### config.mk
export PLATFORM = sky130hd
export DESIGN_NAME = urqs_div_stage
export DESIGN_NICKNAME = d
export VERILOG_FILES = /design/src/rtl/urqs_pkg.sv /design/src/rtl/urqs_div_stage.sv
export SDC_FILE = /design/constraint.sdc
export NUM_CORES = 1
export LEC_CHECK = 0
export ABC_AREA = 1
export BUFFER_PORTS_ARGS = -buffer_cell sky130_fd_sc_hd__buf_2
export CAP_MARGIN = 30
export CORE_MARGIN = 5
export CORE_UTILIZATION = 30
export CTS_BUF_LIST = sky130_fd_sc_hd__clkbuf_16
export DETAILED_ROUTE_END_ITERATION = 8
export HOLD_SLACK_MARGIN = 0.02
export PLACE_DENSITY = 0.48
export SLEW_MARGIN = 0
export SYNTH_ARGS = -nofsm -noshare
export SYNTH_HDL_FRONTEND = slang
export SYNTH_SLANG_ARGS = --single-unit
### constraint.sdc
create_clock -name i_clk -period 27.6 [get_ports i_clk]
set_input_delay 8.28 -clock i_clk [delete_from_list [all_inputs] [get_ports i_clk]]
set_output_delay 8.28 -clock i_clk [all_outputs]
set_load 0.02 [all_outputs]
### src/rtl/urqs_pkg.sv
// ----------------------------------------------------------------------------
// urqs_pkg
// Shared types, constants and the restoring-division step used by the
// uniform mod-q rejection sampler.
// ----------------------------------------------------------------------------
package urqs_pkg;

    localparam int WORD_W         = 64;
    localparam int MOD_W          = 61;
    localparam int MOD_COUNT      = 4;
    localparam int SEL_W          = 2;
    localparam int CFG_IDX_W      = 8;
    localparam int CFG_DATA_W     = 64;
    localparam int BITS_PER_STAGE = 2;
    localparam int DIV_STAGES     = WORD_W / BITS_PER_STAGE;
    localparam int OUT_DATA_W     = 64;

    localparam logic [MOD_W-1:0]  MOD_RESET = MOD_W'(2);
    localparam logic [WORD_W-1:0] WORD_ONES = {WORD_W{1'b1}};

    // Item moving through the division pipeline
    typedef struct packed {
        logic [WORD_W-1:0] word;   // original random word
        logic [WORD_W-1:0] shift;  // dividend bits not yet consumed
        logic [MOD_W-1:0]  rem;    // partial remainder of word mod q
        logic [MOD_W-1:0]  rmax;   // partial remainder of (2^64-1) mod q
        logic [MOD_W-1:0]  q;      // effective modulus
        logic              ok;     // selector names a configured modulus
    } t_item;

    // Item after the limit is formed
    typedef struct packed {
        logic [WORD_W-1:0] word;
        logic [WORD_W-1:0] limit;
        logic [MOD_W-1:0]  rem;
        logic              ok;
    } t_fin;

    typedef logic [MOD_W-1:0] t_mod_array [MOD_COUNT];

    // Consume BITS_PER_STAGE dividend bits for both remainder chains
    function automatic t_item div_steps(t_item d);
        t_item       r;
        logic [MOD_W:0] t;
        logic [MOD_W:0] u;
        r = d;
        for (int k = 0; k < BITS_PER_STAGE; k++) begin
            t = {r.rem, r.shift[WORD_W-1]};
            if (t >= {1'b0, r.q}) begin
                t = t - {1'b0, r.q};
            end
            r.rem = t[MOD_W-1:0];
            u = {r.rmax, 1'b1};
            if (u >= {1'b0, r.q}) begin
                u = u - {1'b0, r.q};
            end
            r.rmax  = u[MOD_W-1:0];
            r.shift = {r.shift[WORD_W-2:0], 1'b0};
        end
        return r;
    endfunction

endpackage

### src/rtl/urqs_div_stage.sv
// ----------------------------------------------------------------------------
// urqs_div_stage
// One register stage of the restoring division pipeline.
// ----------------------------------------------------------------------------
module urqs_div_stage
    import urqs_pkg::*;
(
    input  logic  i_clk,
    input  logic  i_rst_n,
    input  logic  i_valid,
    output logic  o_ready,
    input  t_item i_data,
    output logic  o_valid,
    input  logic  i_ready,
    output t_item o_data
);

    logic  r_valid;
    t_item r_data;

    assign o_ready = !r_valid || i_ready;
    assign o_valid = r_valid;
    assign o_data  = r_data;

    // Advance the stage whenever the slot is free or being drained
    always_ff @(posedge i_clk) begin
        if (!i_rst_n) begin
            r_valid <= 1'b0;
        end else if (o_ready) begin
            r_valid <= i_valid;
        end
    end

    always_ff @(posedge i_clk) begin
        if (o_ready && i_valid) begin
            r_data <= div_steps(i_data);
        end
    end

endmodule

==> impl_results.html <==
<table>
<tr><th>Metric</th><th>Value</th></tr>
<tr><th colspan="2">Critical path</th></tr>
<tr><td>Crit Reg-Reg Startpoint</td><td>o_valid$_SDFFE_PN0N_</td></tr>
<tr><td>Required time of the critical path</td><td>19.32 ns</td></tr>
<tr><td>Startpoint type of the worst setup path</td><td>input pin</td></tr>
<tr><td>Worst-case reg-to-reg path depth</td><td>5</td></tr>
<tr><td>Reg-to-reg endpoint</td><td>o_data[116]$_DFFE_PP_</td></tr>
<tr><td>Highest fanout seen on the critical path</td><td>2</td></tr>
<tr><td>Capturing element type of the critical path</td><td>output pin</td></tr>
<tr><td>Worst endpoint data arrival time</td><td>8.71 ns</td></tr>
<tr><td>Classification of the worst setup path</td><td>input pin to output pin</td></tr>
<tr><td>Setup slack of the worst register-to-register path</td><td>23.58 ns</td></tr>
<tr><th colspan="2">Die</th></tr>
<tr><td>Core region area</td><td>0.109 mm2</td></tr>
<tr><td>DIE AREA</td><td>0.117 mm2</td></tr>
<tr><td>Number of primary I/O pins</td><td>630</td></tr>
<tr><td>Starting density of the core</td><td>0.303</td></tr>
<tr><td>Y dimension of the die</td><td>342 um</td></tr>
<tr><td>Horiz. Die Dim</td><td>342 um</td></tr>
<tr><td>Row cnt</td><td>121</td></tr>
<tr><th colspan="2">Global routing</th></tr>
<tr><td>Gr ovfl total</td><td>0</td></tr>
<tr><td>Routing usage on met2</td><td>0.501</td></tr>
<tr><td>First-pass GRT wire length</td><td>240,000 um</td></tr>
<tr><td>Largest net degree at the start of global routing</td><td>79</td></tr>
<tr><td>Initial antenna violation count</td><td>18</td></tr>
<tr><td>Vias in the first global route</td><td>35,610</td></tr>
<tr><td>GRT met1 Usage</td><td>0.350</td></tr>
<tr><td>Gr usage total</td><td>0.284</td></tr>
<tr><td>Global route hottest layer</td><td>met2</td></tr>
<tr><td>Global-route track usage on met3</td><td>0.0304</td></tr>
<tr><th colspan="2">Layout</th></tr>
<tr><td>Final Non-Filler Cells</td><td>7,307</td></tr>
<tr><td>Finished Cell Area</td><td>0.0389 mm2</td></tr>
<tr><td>Area added between synthesis and finish</td><td>17.9%</td></tr>
<tr><td>Net count, final</td><td>6,418</td></tr>
<tr><td>Final core occ</td><td>0.357</td></tr>
<tr><td>Fillcell total</td><td>12,449</td></tr>
<tr><td>Sequential Area</td><td>0.00933 mm2</td></tr>
<tr><td>Combined area of the multi-input logic cells</td><td>0.0199 mm2</td></tr>
<tr><td>Layout cells sized above 1</td><td>0.131</td></tr>
<tr><th colspan="2">Drt</th></tr>
<tr><td>Post-DR wirelength/cell</td><td>23.8 um</td></tr>
<tr><td>Routed WL</td><td>174,000 um</td></tr>
<tr><td>First-pass iteration count of the detailed router</td><td>5</td></tr>
<tr><td>Drt initial violations</td><td>2,258</td></tr>
<tr><td>Overall via count from detail_route</td><td>36,509</td></tr>
<tr><td>Average via count per standard cell</td><td>5.00</td></tr>
<tr><td>DRC violations left</td><td>0</td></tr>
<tr><td>Post-DRT Antenna Nets</td><td>0</td></tr>
<tr><th colspan="2">Synthesis</th></tr>
<tr><td>Leading post-synthesis cells by cell area</td><td>sky130_fd_sc_hd__edfxtp_1 28%, sky130_fd_sc_hd__nand2_1 22%, sky130_fd_sc_hd__inv_1 9.9%</td></tr>
<tr><td>Area of the mapped netlist</td><td>0.0330 mm2</td></tr>
<tr><td>Post-synth ARST share</td><td>0</td></tr>
<tr><td>Most instantiated library cell after synthesis</td><td>sky130_fd_sc_hd__nand2_1</td></tr>
<tr><td>Seq cells post-synth</td><td>311</td></tr>
<tr><td>Mapped Avg Cell Area</td><td>6.30 um2</td></tr>
<tr><td>Number of synthesized flops with an enable pin</td><td>310</td></tr>
<tr><td>Syn. warnings</td><td>0</td></tr>
<tr><td>Synthesized instance count</td><td>5,235</td></tr>
<tr><td>Commonest register cell after synthesis</td><td>sky130_fd_sc_hd__edfxtp_1</td></tr>
<tr><td>Area share of the largest cell type after synthesis</td><td>0.282</td></tr>
<tr><td>Library cell with the largest summed area after synthesis</td><td>sky130_fd_sc_hd__edfxtp_1</td></tr>
<tr><td>Top cells by instance count after synthesis</td><td>1,939 x sky130_fd_sc_hd__nand2_1, 869 x sky130_fd_sc_hd__inv_1, 497 x sky130_fd_sc_hd__nor2_1</td></tr>
<tr><td>Proportion of synthesized chip area in sequential cells</td><td>0.283</td></tr>
<tr><td>Count of cell types in the netlist</td><td>52</td></tr>
<tr><th colspan="2">Place</th></tr>
<tr><td>Half-perimeter wire length after detailed placement</td><td>151,000 um</td></tr>
<tr><td>Post-placement cell area</td><td>0.0376 mm2</td></tr>
<tr><td>Routability congestion estimate from global placement</td><td>0.995</td></tr>
<tr><td>Buffers added on ports</td><td>627</td></tr>
<tr><td>Cell Count Post-Placement</td><td>7,229</td></tr>
<tr><th colspan="2">Timing</th></tr>
<tr><td>Final count of negative-setup-slack endpoints</td><td>0</td></tr>
<tr><td>Max-slew headroom at the worst pin</td><td>0.333</td></tr>
<tr><td>Setup repair after global routing missed its margin</td><td>no</td></tr>
<tr><td>Final Hold Fails</td><td>0</td></tr>
<tr><td>Final period util</td><td>0.616</td></tr>
<tr><td>Setup Total Neg Slack</td><td>0 ns</td></tr>
<tr><td>Achievable frequency</td><td>0.0589 GHz</td></tr>
<tr><td>Final Skew</td><td>0.0406 ns</td></tr>
<tr><td>Number of pins with negative max-slew slack in the final report</td><td>0</td></tr>
<tr><td>Transition at the pin with the smallest max-transition slack</td><td>0.991 ns</td></tr>
<tr><td>Final min period</td><td>16.99 ns</td></tr>
<tr><th colspan="2">CTS</th></tr>
<tr><td>Clock transition at the registers of the reported paths</td><td>0.05 ns</td></tr>
<tr><td>Clock network latency to the later pin of the worst-skew pair</td><td>0.63 ns</td></tr>
<tr><td>TritonCTS Buffers</td><td>39</td></tr>
<tr><td>Number of hold-repair buffers added at the cts stage</td><td>0</td></tr>
<tr><td>Clock tree from TritonCTS</td><td>built</td></tr>
<tr><td>CTS Buffer Depth</td><td>3</td></tr>
<tr><td>Cell at the root of the clock tree</td><td>sky130_fd_sc_hd__clkbuf_16</td></tr>
<tr><td>Count of instances resized after the clock tree is built</td><td>0</td></tr>
<tr><td>TritonCTS Sinks</td><td>311</td></tr>
<tr><td>Clock H-tree levels</td><td>2</td></tr>
<tr><td>Postcts setup bufs</td><td>0</td></tr>
<tr><th colspan="2">Power and ir drop</th></tr>
<tr><td>Total Power</td><td>2.43 mW</td></tr>
<tr><td>Leakage power</td><td>20.5 nW</td></tr>
<tr><td>Power density normalized to cell area</td><td>62.6 mW/mm2</td></tr>
<tr><td>Max rail drop VDD</td><td>43.6 uV</td></tr>
<tr><th colspan="2">Worst hold path</th></tr>
<tr><td>Startpoint of the lowest-slack hold path</td><td>o_valid$_SDFFE_PN0N_</td></tr>
<tr><td>Cell count of the worst hold path</td><td>2</td></tr>
<tr><td>WHS Endpoint</td><td>o_valid$_SDFFE_PN0N_</td></tr>
<tr><td>Worst min path class</td><td>flop to flop</td></tr>
<tr><th colspan="2">Status</th></tr>
<tr><td>Result of the run</td><td>completed</td></tr>
<tr><th colspan="2">Run</th></tr>
<tr><td>Max Cap Viol</td><td>0</td></tr>
</table>
==> area by class of cell <==
cell class,count,share of cell area
Clock inverter,33,0.00849
Tap cell,1414,0.0455
Antenna cell,6,0.000386
Sequential cell,311,0.240
Multi-Input combinational cell,3975,0.511
Timing Repair Buffer,645,0.0841
Inverter,884,0.0854
Clock buffer,39,0.0251
==> sequential cells by signal (all words and copies together), names as in the netlist <==
register,cells
o_data,310
o_valid,1
==> per-layer routing <==
layer | share of wire | routed length [um] | up-vias
met3 | 0.048 | 8400 | 276
met4 | 0.052 | 8970 | 0
met1 | 0.42 | 72700 | 17181
li1 | - | - | 17973
met5 | 0 | 0 | -
met2 | 0.48 | 83800 | 1079
==> worst max path at each step <==
stage	start	cells past startpoint	to	slack (ns)
floorplan	i_valid	2	o_data[0]$_DFFE_PP_	3.34
global placement	i_ready	4	o_ready	10.58
detailed placement	i_ready	4	o_ready	10.61
CTS	i_ready	4	o_ready	10.61
global route	i_ready	4	o_ready	10.57
finish	i_ready	4	o_ready	10.61
==> where the power goes <==
group / switching (mW) / internal (mW) / leakage [nW]
combinational: 0.890 / 0.360 / 16.8
sequential: 0.0266 / 0.619 / 3.02
clock: 0.230 / 0.309 / 0.661
total: 1.15 / 1.29 / 20.5
==> worst max-delay path, cell delays in order <==
cell                      delay [ns]
sky130_fd_sc_hd__buf_2          0.10
sky130_fd_sc_hd__inv_1          0.10
sky130_fd_sc_hd__nand2_1        0.08
sky130_fd_sc_hd__buf_2          0.16
==> kinds of logic (layout without fill, tap and decap cells) <==
family,Yosys count,in the layout,share of synthesized area
AND/OR/NAND/NOR,3051,3051,0.383
AO/OA/AOI/OAI,535,535,0.0878
other,1,8,0.000114
buffers and inverters,950,1601,0.115
adder cells (fa/ha/maj),246,246,0.0942
XOR/XNOR,141,141,0.0374
flip-flops,311,311,0.283
==> placed cells by master (no fill, tap or decap), drive strengths merged, types with 81 or more instances in the layout <==
cell / count
a21oi: 282
buf: 645
edfxtp: 310
ha: 242
inv: 895
nand2: 1944
nand3: 388
nor2: 515
o21ai: 169
xor2: 81
==> per-stage QoR <==
| step | hold slack (ns) | worst slack, ns |
|---|---|---|
| 2_1_floorplan | 0.729 | 3.34 |
| 3_3_place_gp | 0.558 | 10.58 |
| 3_5_place_dp | 0.559 | 10.61 |
| 4_1_cts | 0.569 | 10.61 |
| 5_1_grt | 0.596 | 10.57 |
| 6_report | 0.563 | 10.61 |
(Power assumes the default switching activity.)
