File: src/rtl/urqs_pkg.sv
// ----------------------------------------------------------------------------
// urqs_pkg
// Shared types, constants and the restoring-division step used by the
// uniform mod-q rejection sampler.
// ----------------------------------------------------------------------------
package urqs_pkg;

    localparam int WORD_W         = 64;
    localparam int MOD_W          = 61;
    localparam int MOD_COUNT      = 4;
    localparam int SEL_W          = 2;
    localparam int CFG_IDX_W      = 8;
    localparam int CFG_DATA_W     = 64;
    localparam int BITS_PER_STAGE = 2;
    localparam int DIV_STAGES     = WORD_W / BITS_PER_STAGE;
    localparam int OUT_DATA_W     = 64;

    localparam logic [MOD_W-1:0]  MOD_RESET = MOD_W'(2);
    localparam logic [WORD_W-1:0] WORD_ONES = {WORD_W{1'b1}};

    // Item moving through the division pipeline
    typedef struct packed {
        logic [WORD_W-1:0] word;   // original random word
        logic [WORD_W-1:0] shift;  // dividend bits not yet consumed
        logic [MOD_W-1:0]  rem;    // partial remainder of word mod q
        logic [MOD_W-1:0]  rmax;   // partial remainder of (2^64-1) mod q
        logic [MOD_W-1:0]  q;      // effective modulus
        logic              ok;     // selector names a configured modulus
    } t_item;

    // Item after the limit is formed
    typedef struct packed {
        logic [WORD_W-1:0] word;
        logic [WORD_W-1:0] limit;
        logic [MOD_W-1:0]  rem;
        logic              ok;
    } t_fin;

    typedef logic [MOD_W-1:0] t_mod_array [MOD_COUNT];

    // Consume BITS_PER_STAGE dividend bits for both remainder chains
    function automatic t_item div_steps(t_item d);
        t_item       r;
        logic [MOD_W:0] t;
        logic [MOD_W:0] u;
        r = d;
        for (int k = 0; k < BITS_PER_STAGE; k++) begin
            t = {r.rem, r.shift[WORD_W-1]};
            if (t >= {1'b0, r.q}) begin
                t = t - {1'b0, r.q};
            end
            r.rem = t[MOD_W-1:0];
            u = {r.rmax, 1'b1};
            if (u >= {1'b0, r.q}) begin
                u = u - {1'b0, r.q};
            end
            r.rmax  = u[MOD_W-1:0];
            r.shift = {r.shift[WORD_W-2:0], 1'b0};
        end
        return r;
    endfunction

endpackage

File: src/rtl/urqs_cfg_regs.sv
// ----------------------------------------------------------------------------
// urqs_cfg_regs
// Modulus register file, written through the configuration channel.
// ----------------------------------------------------------------------------
module urqs_cfg_regs
    import urqs_pkg::*;
(
    input  logic                  i_clk,
    input  logic                  i_rst_n,
    input  logic                  i_cfg_valid,
    output logic                  o_cfg_ready,
    input  logic [CFG_IDX_W-1:0]  i_cfg_index,
    input  logic [CFG_DATA_W-1:0] i_cfg_data,
    output t_mod_array            o_moduli
);

    t_mod_array r_mod;

    assign o_cfg_ready = 1'b1;
    assign o_moduli    = r_mod;

    // Store the low modulus bits; drop writes beyond the register list
    always_ff @(posedge i_clk) begin
        if (!i_rst_n) begin
            for (int i = 0; i < MOD_COUNT; i++) begin
                r_mod[i] <= MOD_RESET;
            end
        end else if (i_cfg_valid) begin
            for (int i = 0; i < MOD_COUNT; i++) begin
                if (i_cfg_index == CFG_IDX_W'(i)) begin
                    r_mod[i] <= i_cfg_data[MOD_W-1:0];
                end
            end
        end
    end

endmodule

File: config.mk
export PLATFORM = sky130hd
export DESIGN_NAME = urqs_cfg_regs
export DESIGN_NICKNAME = d
export VERILOG_FILES = /design/src/rtl/urqs_pkg.sv /design/src/rtl/urqs_cfg_regs.sv
export SDC_FILE = /design/constraint.sdc
export NUM_CORES = 1
export LEC_CHECK = 0
export BUFFER_PORTS_ARGS = -buffer_cell sky130_fd_sc_hd__buf_4
export CAP_MARGIN = 20
export CORE_MARGIN = 2
export CORE_UTILIZATION = 45
export CTS_CLUSTER_SIZE = 10
export DETAILED_ROUTE_END_ITERATION = 6
export PLACE_DENSITY = 0.73
export SYNTH_ARGS = -nofsm -noshare
export SYNTH_HDL_FRONTEND = slang
export SYNTH_SLANG_ARGS = --single-unit
File: constraint.sdc
create_clock -name i_clk -period 1.55 [get_ports i_clk]
set_input_delay 0.0775 -clock i_clk [delete_from_list [all_inputs] [get_ports i_clk]]
set_output_delay 0.0775 -clock i_clk [all_outputs]
set_load 0.01 [all_outputs]
==> results.cfg, run 1 <==
[floorplanning]
rows = 52
die_width_um = 146
fp.dieArea_sq_mm = 0.0214
fp.dieH_um = 146
coreArea_sq_mm = 0.0200
start_util_pct = 45.4
io_pins = 320

[layout]
n_antenna_cell = 0
final_area_sq_mm = 0.0130
drive_gt1_share_pct = 30.7
utilization_pct = 64.9
fin_nets = 1310
largest_register_ffs = 244
fill_cells = 1559
area_growth_pct = 42.9

[drt]
vias = 7301
routedWlPerCell_um = 16.6
via_per_inst = 4.84
drtAntennaViolNets = 0
drc = 0
drt_iter0_drc = 210
first_pass_iters = 4
wl_um = 25000

[timing]
final-setup-viol-count = 0
rsz0062_at_grt = no
slew_headroom_pct = 58.7
final.setup_skew_ns = 0
hold_viol = 0
finalCriticalPeriod_ns = 1.14
final.setup.worst_slack_ns = 0.412
maxSlewViolCount = 0
tightest_slew_ns = 0.619
max_freq_mhz = 879
fin_crit_sh_pct = 73.4

[synthesis]
synth-main-ff-cell = dfxtp_1
synthTopCellsByArea = dfxtp_1 (54%), mux2i_1 (27%), nand2_1 (12%), buf_12 (2.6%), buf_6 (1.7%)
ys_async_sr_fraction_pct = 0
synth.top_cells.by_count = nand2_1 (300), dfxtp_1 (244), mux2i_1 (244)
synth_edf_count = 0
yosysWarnings = 0
synth_largest_area_cell = dfxtp_1
ys_seq_elements = 244
synth_top_area_share_pct = 53.6
syn_inst = 863
syn_nets = 938
yosysMostFrequentCell = nand2_1
yosysUniqueCellTypes = 17
netlist_area_sq_mm = 0.00911
avgSynthCellArea_sq_um = 10.6
ys_seq_area_share_pct = 53.6

[clock_network]
cts_inserted_buffers = 28
cts_tree = done
post_cts_buffers = 0
ctsRootBufferMaster = clkbuf_16
cts.htree.levels = 1
clkLatencyLatePin_ns = 0.51
cts_sinks = 244
path_clk_slew_ns = 0.05
clk_path_buf_depth = 3

[placed_design]
io_buffers = 315
pre_cts_slack_ns = -0.000884
routabilityCongestion = 0.803
post-dp-hpwl_um = 16900
placed_area_sq_mm = 0.0117

[setup_path]
worst_ep_arrival_time_ns = 1.06
timing.rr.end = o_moduli[198]
worstSetupPathType = reg -> out
ff2ff_setup_slack_ns = 0.89
crit_slowest_cell = dfxtp_1
worst-path-buf-inv = 1
setup.worst_path.start_class = register
rr_worst_depth = 2
path_cells = buf_4
regToRegStartpoint = o_moduli[198]
cp_slowest_stage_delay_ns = 0.40
worst_path_dominant_cell_family = flip-flops
end_kind = primary output
required_ns = 1.47
cp_max_fo = 2

[global_route]
grt_pass1_wl_um = 39200
antenna_found_initial = 0
grt.overflow.total = 0
grt_max_degree = 47
first_global_vias = 7359
grt_usage_pct = 22.5

[run_status]
run_status = complete, no violations

[worst_hold_path]
min_path_cells = 3
hold_path_end = o_moduli[164]
hp-class = in -> reg
hp-start = i_cfg_data[42]

[power_and_ir_drop]
power.density_mw_per_mm2 = 968
ir_drop_uv = 989
p_leak_uw = 0.00623
report.power.total_uw = 12600

[job]
maxCapViolations = 0
-- timing repair --
action,CTS,global route
hold buffers,60,0
gates resized for setup,0,0
setup endpoints to repair,0,0
endpoints found under the hold margin,235,0
-- power breakdown --
group	switching (uW)	leakage (uW)	internal [uW]	total, uW
Sequential	4.20	0.00196	6280	6290
Clock	2300	0.000374	3370	5680
Combinational	312	0.00389	315	627
-- metrics by stage --
step	std cells	setup TNS, ns	hold WS [ns]
CTS	1508	0	0.00569
finish	1508	0	0.0236
floorplan	863	0	0.267
detailed placement	1415	-0.000884	0.404
global placement	1415	0	0.404
global route	1508	0	0.0189
-- layout make-up --
cell class                      count  area (sq um)  area share, %
Clock buffer                       33           761           5.85
Multi-Input combinational cell    556          3680           28.3
Sequential cell                   244          4880           37.5
Timing Repair Buffer              405          3350           25.7
Tap cell                          270           338           2.60
-- layout by cell type, fill, tap and decap left out, types with 2 or more instances in the layout --
| master | n |
|---|---|
| mux2i_1 | 244 |
| nand2_1 | 300 |
| clkbuf_16 | 29 |
| clkbuf_1 | 2 |
| buf_4 | 332 |
| clkbuf_8 | 3 |
| dlygate4sd3_1 | 60 |
| nor2b_1 | 5 |
| buf_12 | 12 |
| dfxtp_1 | 244 |
-- worst max path at each step --
stage / slack [ns] / cells past startpoint / endpoint / start
2_1_floorplan: 0.40 / 5 / o_moduli[122] / i_cfg_index[6]
6_report: 0.41 / 1 / o_moduli[152] / o_moduli[152]
5_1_grt: 0.38 / 1 / o_moduli[152] / o_moduli[152]
3_3_place_gp: 0.06 / 5 / o_moduli[173] / i_cfg_index[6]
4_1_cts: 0.37 / 1 / o_moduli[152] / o_moduli[152]
3_5_place_dp: -0.0009 / 5 / o_moduli[138] / i_cfg_index[6]
-- logic make-up (layout without fill, tap and decap cells) --
group                  Yosys count  in the layout  synth area share [%]
and+or+nand+nor                311            311                  13.5
muxes                          244            244                  26.8
DFF                            244            244                  53.6
buffers and inverters           63            438                  6.00
other                            1              1                0.0412
-- routing by layer --
layer	global-route usage, %	vias up	part of all wire (%)
met5	0	-	0
met4	6.99	0	2.9
met3	6.19	47	8.2
met2	38.6	268	47
met1	27.6	3409	42
li1	-	3577	-
No activity file was read; power rests on OpenSTA's default activity.
==> run 2, diff against run 1 <==
--- a/config.mk
+++ b/config.mk
@@ -5,13 +5,14 @@
 export SDC_FILE = /design/constraint.sdc
 export NUM_CORES = 1
 export LEC_CHECK = 0
+export ABC_AREA = 1
 export BUFFER_PORTS_ARGS = -buffer_cell sky130_fd_sc_hd__buf_4
 export CAP_MARGIN = 20
 export CORE_MARGIN = 2
 export CORE_UTILIZATION = 45
 export CTS_CLUSTER_SIZE = 10
 export DETAILED_ROUTE_END_ITERATION = 6
-export PLACE_DENSITY = 0.73
+export PLACE_DENSITY = 0.72
 export SYNTH_ARGS = -nofsm -noshare
 export SYNTH_HDL_FRONTEND = slang
 export SYNTH_SLANG_ARGS = --single-unit
==> constraint.sdc (replaced) <==
create_clock -name i_clk -period 1.05 [get_ports i_clk]
set_input_delay 0.0525 -clock i_clk [delete_from_list [all_inputs] [get_ports i_clk]]
set_output_delay 0.0525 -clock i_clk [all_outputs]
set_load 0.01 [all_outputs]
==> run 2 against run 1 <==
The run now ends with negative setup slack left. Sequential power up 48%. Critical endpoint is now o_moduli[166]. Synthesized cell count increased by 65%. Synthesized area increased by 11%. Final area rose by 22%. Routed wire length increased by 36%.
==> results.cfg, run 2 <==
[floorplanning]
fp.dieArea_sq_mm = 0.0236
start_util_pct = 46.1
fp.dieH_um = 154
die_width_um = 154
coreArea_sq_mm = 0.0219
io_pins = 320
rows = 54

[power_and_ir_drop]
comb_power_share_pct = 8.9
p_leak_uw = 0.00706
power_frac_seq_pct = 47.9
ir_drop_uv = 1020
clockPowerShare_pct = 43.2
report.power.total_uw = 19400
p_int_uw = 14900
swShare_pct = 23.2
power.density_mw_per_mm2 = 1220
switchingPower_uw = 4510

[setup_path]
setup.worst_path.start_class = register
end_kind = primary output
path_cells = buf_6
worstSetupPathType = reg -> out
crit_slowest_cell = dfxtp_2
worst_ep_arrival_time_ns = 1.01
cp_max_fo = 2
worst-path-buf-inv = 1
worst_path_dominant_cell_family = flip-flops
cp_slowest_stage_delay_ns = 0.37
required_ns = 1.00

[layout]
n_antenna_cell = 0
drive_gt1_share_pct = 38.3
fin_nets = 1878
final_cell_mix = nand2_1 (252), nand3_1 (248), nor2_1 (243)
area_growth_pct = 58.1
final_common_cell = nand2_1
final_area_sq_mm = 0.0159
largest_register_ffs = 244

[global_route]
met3_usage_pct = 5.55
grt_busiest_layer = met2
antenna_found_initial = 0
grt_max_degree = 46
grt.overflow.total = 0
grt.met1_usage_pct = 32.5
grt_pass1_wl_um = 51400
grt_usage_pct = 26.0
grt_use_met2_pct = 43.7
first_global_vias = 9979

[placed_design]
placed_area_sq_mm = 0.0133
pre_cts_slack_ns = -0.334
routabilityCongestion = 0.832
io_buffers = 315
post-dp-hpwl_um = 21700

[timing]
hold_ws_ns = 0.0984
finalCriticalPeriod_ns = 1.06
hold_viol = 0
rsz0062_at_grt = yes
final.setup_skew_ns = 0
tns_ns = -0.0315
maxSlewViolCount = 0
max_freq_mhz = 941
final-setup-viol-count = 6
final.setup.worst_slack_ns = -0.0133
fin_crit_sh_pct = 101

[synthesis]
netlist_area_sq_mm = 0.0101
synth_edf_count = 0
ys_async_sr_fraction_pct = 0
synth-main-ff-cell = dfxtp_1
ys_seq_elements = 244
synth_largest_area_cell = dfxtp_1
ys_seq_area_share_pct = 48.5
synth_top_area_share_pct = 48.5
synthTopCellsByArea = dfxtp_1 (48%), nand3_1 (12%), a21oi_1 (12%), nand2_1 (9.4%), nor2_1 (9.0%)
yosysWarnings = 0
yosysMostFrequentCell = nand2_1
syn_inst = 1426
syn_nets = 1501
yosysUniqueCellTypes = 15
synth.top_cells.by_count = nand2_1 (252), nand3_1 (248), dfxtp_1 (244)
avgSynthCellArea_sq_um = 7.07

[clock_network]
clk_path_buf_depth = 3
cts.htree.levels = 1
cts_sinks = 244
cts_inserted_buffers = 28
cts_tree = done
ctsRootBufferMaster = clkbuf_16
path_clk_slew_ns = 0.06
clkLatencyLatePin_ns = 0.53

[job]
maxCapViolations = 0

[drt]
drc = 0
wl_um = 34000
vias = 11100
drt_iter0_drc = 570
routedWlPerCell_um = 16.3
drtAntennaViolNets = 0
first_pass_iters = 5
via_per_inst = 5.32

[worst_hold_path]
hp-class = in -> reg

[run_status]
violations = negative setup slack
run_status = finished with violations
-- run 2: changes by cell type after synthesis, sizes merged, moves of 2 or more --
cell    before  now
nor2         0  246
a21oi        0  240
mux2i      244    0
nand2      300  252
clkbuf      29   27
nand3        0  248
buf         34  105
inv          0   63
nor2b        5    0
-- run 2: area by class of cell --
type	count	area, sq um
fill	1601	5960
multi-input combinational	987	4340
timing repair buffer	479	5070
tap	280	350
clock buffer	35	748
sequential	244	5190
inverter	63	241
-- run 2: repair_timing --
item                                    CTS  global route
gates resized for setup                 348           121
cloned                                    0             0
endpoints found under the hold margin   243             0
endpoints found under the setup margin  204           159
buffers inserted                          7            11
hold buffers                             62             0
-- run 2: cells by family after synthesis --
kind of cell    synth area share, %
buf+inv                        8.56
flops                          48.5
compound gates                 11.9
simple gates                   31.0
other cells                  0.0372
-- run 2: path summary, 6_finish.rpt --
path              cells past startpoint             to            from  slack [ns]
setup / recovery                      1  o_moduli[166]   o_moduli[166]       -0.01
hold reg to reg                       2  o_moduli[101]   o_moduli[101]        0.47
hold / removal                        5  o_moduli[143]  i_cfg_index[1]         0.1
setup reg to reg                      3  o_moduli[214]   o_moduli[214]        0.20
-- run 2: layer usage --
layer / part of all wire [%] / wire (um)
met4: 4.1 / 1390
met1: 39 / 13200
met2: 49 / 16700
met5: 0 / 0
met3: 7.9 / 2690
-- run 2: per-stage QoR --
stage               util (%)  std cells
finish                  72.8       2088
global placement        60.6       1973
floorplan                  -       1426
global route            72.8       2088
detailed placement      60.6       1973
CTS                     70.8       2077
-- run 2: power by group through the flow --
stage	clock (uW)	sequential (uW)	combinational [uW]
after floorplan	0	9500	768
after global placement	0	9500	1460
after detailed placement	0	9500	1470
after CTS	8520	9300	1670
after global routing	8950	9290	1850
final	8400	9300	1720
